`src/rtl/core/windowed_moving_average_assert.svh`:
```
`ifndef WINDOWED_MOVING_AVERAGE_ASSERT_SVH
`define WINDOWED_MOVING_AVERAGE_ASSERT_SVH

// same-cycle implication
`define WMA_ASSERT_SAME(label, clk, rst, ante, cons, msg) \
   label: assert property (@(posedge clk) disable iff (rst) (ante) |-> (cons)) \
      else $error(msg);

// next-cycle implication
`define WMA_ASSERT_NEXT(label, clk, rst, ante, cons, msg) \
   label: assert property (@(posedge clk) disable iff (rst) (ante) |=> (cons)) \
      else $error(msg);

`endif

```
`src/rtl/core/wma_pkg.sv`:
```
package wma_pkg;

   localparam int WL_W     = 9;
   localparam int SAMPLE_W = 32;
   localparam int AVG_W    = 32;

   localparam logic [WL_W-1:0] WL_RESET = 9'd16;

   localparam logic FUNC_ADD   = 1'b0;
   localparam logic FUNC_CLEAR = 1'b1;

   typedef struct packed {
      logic busy;
      logic done;
   } div_status_type;

endpackage

```
`src/rtl/core/wma_div.sv`:
```
module wma_div import wma_pkg::*; #(
   parameter int DIVIDEND_W = 40,
   parameter int DIVISOR_W  = 9
) (
   input  logic                         clock,
   input  logic                         reset,
   input  logic                         start,
   input  logic signed [DIVIDEND_W-1:0] dividend,
   input  logic [DIVISOR_W-1:0]         divisor,
   output logic [AVG_W-1:0]             quotient,
   output div_status_type               status
);

   localparam int STEP_W = $clog2(DIVIDEND_W + 1);

   logic                  busy_ff, busy_in;
   logic                  done_ff, done_in;
   logic [STEP_W-1:0]     step_ff, step_in;
   logic [DIVIDEND_W-1:0] quo_ff, quo_in;
   logic [DIVISOR_W-1:0]  rem_ff, rem_in;
   logic [DIVISOR_W-1:0]  den_ff, den_in;
   logic                  neg_ff, neg_in;

   logic [DIVISOR_W:0]    rem_shift;
   logic [DIVISOR_W:0]    diff;
   logic                  fits;
   logic [DIVIDEND_W-1:0] mag;
   logic [DIVIDEND_W-1:0] quo_signed;

   assign rem_shift  = {rem_ff, quo_ff[DIVIDEND_W-1]};
   assign diff       = rem_shift - {1'b0, den_ff};
   assign fits       = ~diff[DIVISOR_W];
   assign mag        = dividend[DIVIDEND_W-1] ? DIVIDEND_W'(-dividend) : DIVIDEND_W'(dividend);
   assign quo_signed = neg_ff ? DIVIDEND_W'(-quo_ff) : quo_ff;
   assign quotient   = quo_signed[AVG_W-1:0];
   assign status     = '{busy: busy_ff, done: done_ff};

   always_comb begin
      busy_in = busy_ff;
      done_in = 1'b0;
      step_in = step_ff;
      quo_in  = quo_ff;
      rem_in  = rem_ff;
      den_in  = den_ff;
      neg_in  = neg_ff;
      if (start) begin
         busy_in = 1'b1;
         step_in = STEP_W'(DIVIDEND_W);
         quo_in  = mag;
         rem_in  = '0;
         den_in  = divisor;
         neg_in  = dividend[DIVIDEND_W-1];
      end else if (busy_ff) begin
         quo_in  = {quo_ff[DIVIDEND_W-2:0], fits};
         rem_in  = fits ? diff[DIVISOR_W-1:0] : rem_shift[DIVISOR_W-1:0];
         step_in = step_ff - STEP_W'(1);
         if (step_ff == STEP_W'(1)) begin
            busy_in = 1'b0;
            done_in = 1'b1;
         end
      end
   end

   always_ff @(posedge clock) begin
      if (reset) begin
         busy_ff <= 1'b0;
         done_ff <= 1'b0;
         step_ff <= '0;
      end else begin
         busy_ff <= busy_in;
         done_ff <= done_in;
         step_ff <= step_in;
      end
      quo_ff <= quo_in;
      rem_ff <= rem_in;
      den_ff <= den_in;
      neg_ff <= neg_in;
   end

endmodule

```
`config.mk`:
```
export PLATFORM = sky130hd
export DESIGN_NAME = wma_div
export DESIGN_NICKNAME = d
export VERILOG_FILES = /design/src/rtl/core/windowed_moving_average_assert.svh /design/src/rtl/core/wma_pkg.sv /design/src/rtl/core/wma_div.sv
export SDC_FILE = /design/constraint.sdc
export NUM_CORES = 1
export LEC_CHECK = 0
export ABC_AREA = 1
export ABC_CLOCK_PERIOD_IN_PS = 3200
export BUFFER_PORTS_ARGS = -buffer_cell sky130_fd_sc_hd__buf_2
export CORE_UTILIZATION = 44
export CTS_CLUSTER_DIAMETER = 120
export DETAILED_ROUTE_END_ITERATION = 12
export PLACE_DENSITY = 0.64
export SYNTH_ARGS = -nofsm -noshare
export SYNTH_HDL_FRONTEND = slang
export SYNTH_SLANG_ARGS = --single-unit
```
`constraint.sdc`:
```
create_clock -name clock -period 3.2 [get_ports clock]
set_clock_uncertainty 0.15 [all_clocks]
set_input_delay 0 -clock clock [delete_from_list [all_inputs] [get_ports clock]]
set_output_delay 0 -clock clock [all_outputs]
set_load 0.02 [all_outputs]
```
==> metrics.md <==
| Metric | Value |
|---|---|
| Num ports | 86 |
| Worst skew pair latency | 0.33 ns |
| Critical path arrival | 2.24 ns |
| Layout fillers | 1,104 |
| First-pass GRT wire length | 23.0 mm |
| N_diodes | 0 |
| Clk sinks | 67 |
| Slowest Stage Delay on Critical Path | 0.43 ns |
| VDD IR max | 0.238 mV |
| Vias in the first global route | 5,008 |
| Final hold viol count | 0 |
| CTS tree | done |
| Setup_tns | 0 ns |
| Core area | 11,600 um^2 |
| Final ANT Viol Nets | 0 |
| Worst slack, placed | 1.07 ns |
| Cell Area, Synth | 5310 um^2 |
| Total gr overflow | 0 |
| Unique masters post-synth | 44 |
| CP Class | reg -> out |
| Async S/R FF share, synth | 0% |
| Cell count after synthesis | 749 |
| Worst path slowest cell | edfxtp_1 |
| Worst path cell trace | inv_1, ha_1, nand2_2, nor3_4, nand2_2, nor2_4, nand2_2, nand2_2, nand2_2, xor2_1, buf_2 |
| Syn avg cell area | 7.09 um^2 |
| CP most frequent cell | nand2_2 |
| CP Capture Type | output port |
| Area Overhead vs Synth | 24.4% |
| Maxcap violations | 0 |
| Site row count | 39 |
| Fin area | 6610 um^2 |
| CTS clk-pin slew, worst paths | 0.06 ns |
| Pleak | 3.05 nW |
| P per Cell Area | 437 nW/um^2 |
| Commonest non-fill, non-tap cells in the layout | nand2_1, nor2_1, inv_1, buf_2, nand3_1 |
| Full die area | 12,500 um^2 |
| Slew margin rel. | 59.1% |
| Final setup viols | 0 |
| Drt first pass iters | 9 |
| Tcrit/Tclk final | 74.8% |
| Fin crit period | 2.39 ns |
| Crit start category | register |
| DRC errors left | 3 |
| Crit path setup slack, layout | 0.807 ns |
| Mapped Nets | 815 |
| Most common cell after layout, fill and taps aside | nand2_1 |
| DR vias | 5,231 |
| Nets | 939 |
| Largest net degree at the start of global routing | 51 |
| DIE HEIGHT | 112 um |
| RePlAce Congestion | 0.869 |
| Initial core utilization | 45.9% |
| Die width | 112 um |
| Post-synth EDFFs | 50 |
| Seq/Total Area, Yosys | 34.7% |
| CP max FO | 5 |
| WP data required | 3.05 ns |
| Hold Slack | 0.00970 ns |
| Number of synthesized register bits | 67 |
| Port Buffer Count | 85 |
| Overall power | 2.89 mW |
| Root cell of the clock tree | clkbuf_16 |
| Ys flop type | edfxtp_1 |
| Cts bufs inserted | 9 |
| Global Route Usage Sum | 23.1% |
| WL per Instance | 13.7 um |
| Yosys warns | 0 |
| Post-CTS sizing | 0 |
| Placed standard-cell area | 5850 um^2 |
| Post-DR vias/cell | 5.12 |
| WL final | 14.0 mm |
| Least-Margin Pin Slew | 0.611 ns |
| H-tree depth | 3 |
| Fmax achieved | 418 MHz |
| Count of pins over their slew limit | 0 |
| Status | complete, but fails checks |
| Hold Path Class | in -> reg |
| Share of cells above drive strength 1 | 16.7% |
| RSZ-0062 raised after global routing | false |
| DPL Wire Length | 10.8 mm |
| Initial antenna violation count | 0 |
| Number of DRC markers in iteration 0 | 311 |
| Failing checks | design-rule violations |
| Worst-case clock buffer depth | 2 |
power by group:
group | leakage (nW) | switching (mW) | internal, mW
clock | 0.148 | 0.344 | 0.674
sequential | 0.646 | 0.0690 | 1.04
combinational | 2.26 | 0.486 | 0.277
total | 3.05 | 0.898 | 1.99
cells by family (layout without fill, tap and decap cells):
kind of cell | Yosys count | in the layout | synth area share, %
AOI/OAI and AO/OA | 77 | 77 | 8.18
xor gates and xnor gates | 53 | 53 | 8.74
adders and majority gates | 14 | 14 | 3.44
and+or+nand+nor | 427 | 427 | 36.7
DFF | 67 | 67 | 34.7
buffers and inverters | 111 | 240 | 8.27
cell type report:
type,count,area [um^2],share of cell area (%)
sequential,67,1840,27.9
clock buffer,10,229,3.47
clock inverter,6,80.1,1.21
inverter,89,334,5.06
tap,143,179,2.71
multi-input combinational,571,3030,45.8
timing repair buffer,135,913,13.8
sequential cells by signal, summed over array words and instances (netlist names):
signal   cells
quo_ff      40
rem_ff       9
step_ff      6
den_ff       9
busy_ff      1
done_ff      1
neg_ff       1
per-layer routing:
layer | global-route usage [%] | routed length [um] | vias to the layer above
li1 | - | - | 2682
met1 | 29.2 | 6240 | 2372
met2 | 39.3 | 6530 | 144
met3 | 3.10 | 758 | 33
met4 | 10.3 | 430 | 0
met5 | 0 | 0 | -
cells in the mapped netlist, types with 7 or more instances:
cell | n | area, um^2
nand2_1 | 199 | 747
nor2_1 | 91 | 342
inv_1 | 85 | 319
nand3_1 | 72 | 360
edfxtp_1 | 50 | 1500
o21ai_0 | 43 | 215
xor2_1 | 37 | 324
dfxtp_1 | 17 | 340
xnor2_1 | 16 | 140
nand4_1 | 14 | 87.6
ha_1 | 13 | 163
clkbuf_1 | 11 | 41.3
nand2_2 | 11 | 68.8
nor2_2 | 11 | 68.8
a21oi_1 | 10 | 50.1
o21ai_1 | 10 | 50.1
nor3_1 | 7 | 35.0
stage by stage:
step           utilization, %  instances
3_3_place_gp             50.5        960
4_1_cts                  57.1       1021
2_1_floorplan               -        749
6_report                 57.1       1021
3_5_place_dp             50.5        960
5_1_grt                  57.1       1021
worst paths after layout:
check	from	end	slack, ns	cells after the start
setup / recovery	quo_ff[0]$_DFFE_PP_	quotient[22]	0.81	11
hold reg to reg	rem_ff[1]$_SDFFE_PP0P_	rem_ff[1]$_SDFFE_PP0P_	0.33	2
setup reg to reg	den_ff[0]$_DFFE_PP_	rem_ff[8]$_SDFFE_PP0P_	1.07	9
hold / removal	dividend[32]	quo_ff[32]$_DFFE_PP_	0.01	4
critical path, delay by kind of cell, from the launching register on:
| kind | cells | cell delay [ns] |
|---|---|---|
| xor+xnor | 1 | 0.21 |
| fa+ha+maj | 1 | 0.19 |
| buf+inv | 2 | 0.32 |
| flops | 1 | 0.43 |
| simple gates | 7 | 0.76 |
what timing repair did:
item | in CTS | in global routing
hold endpoints to repair | 57 | 0
setup buffers | 0 | 0
setup endpoints to repair | 0 | 0
hold buffers | 45 | 0
(Power assumes the default switching activity.)
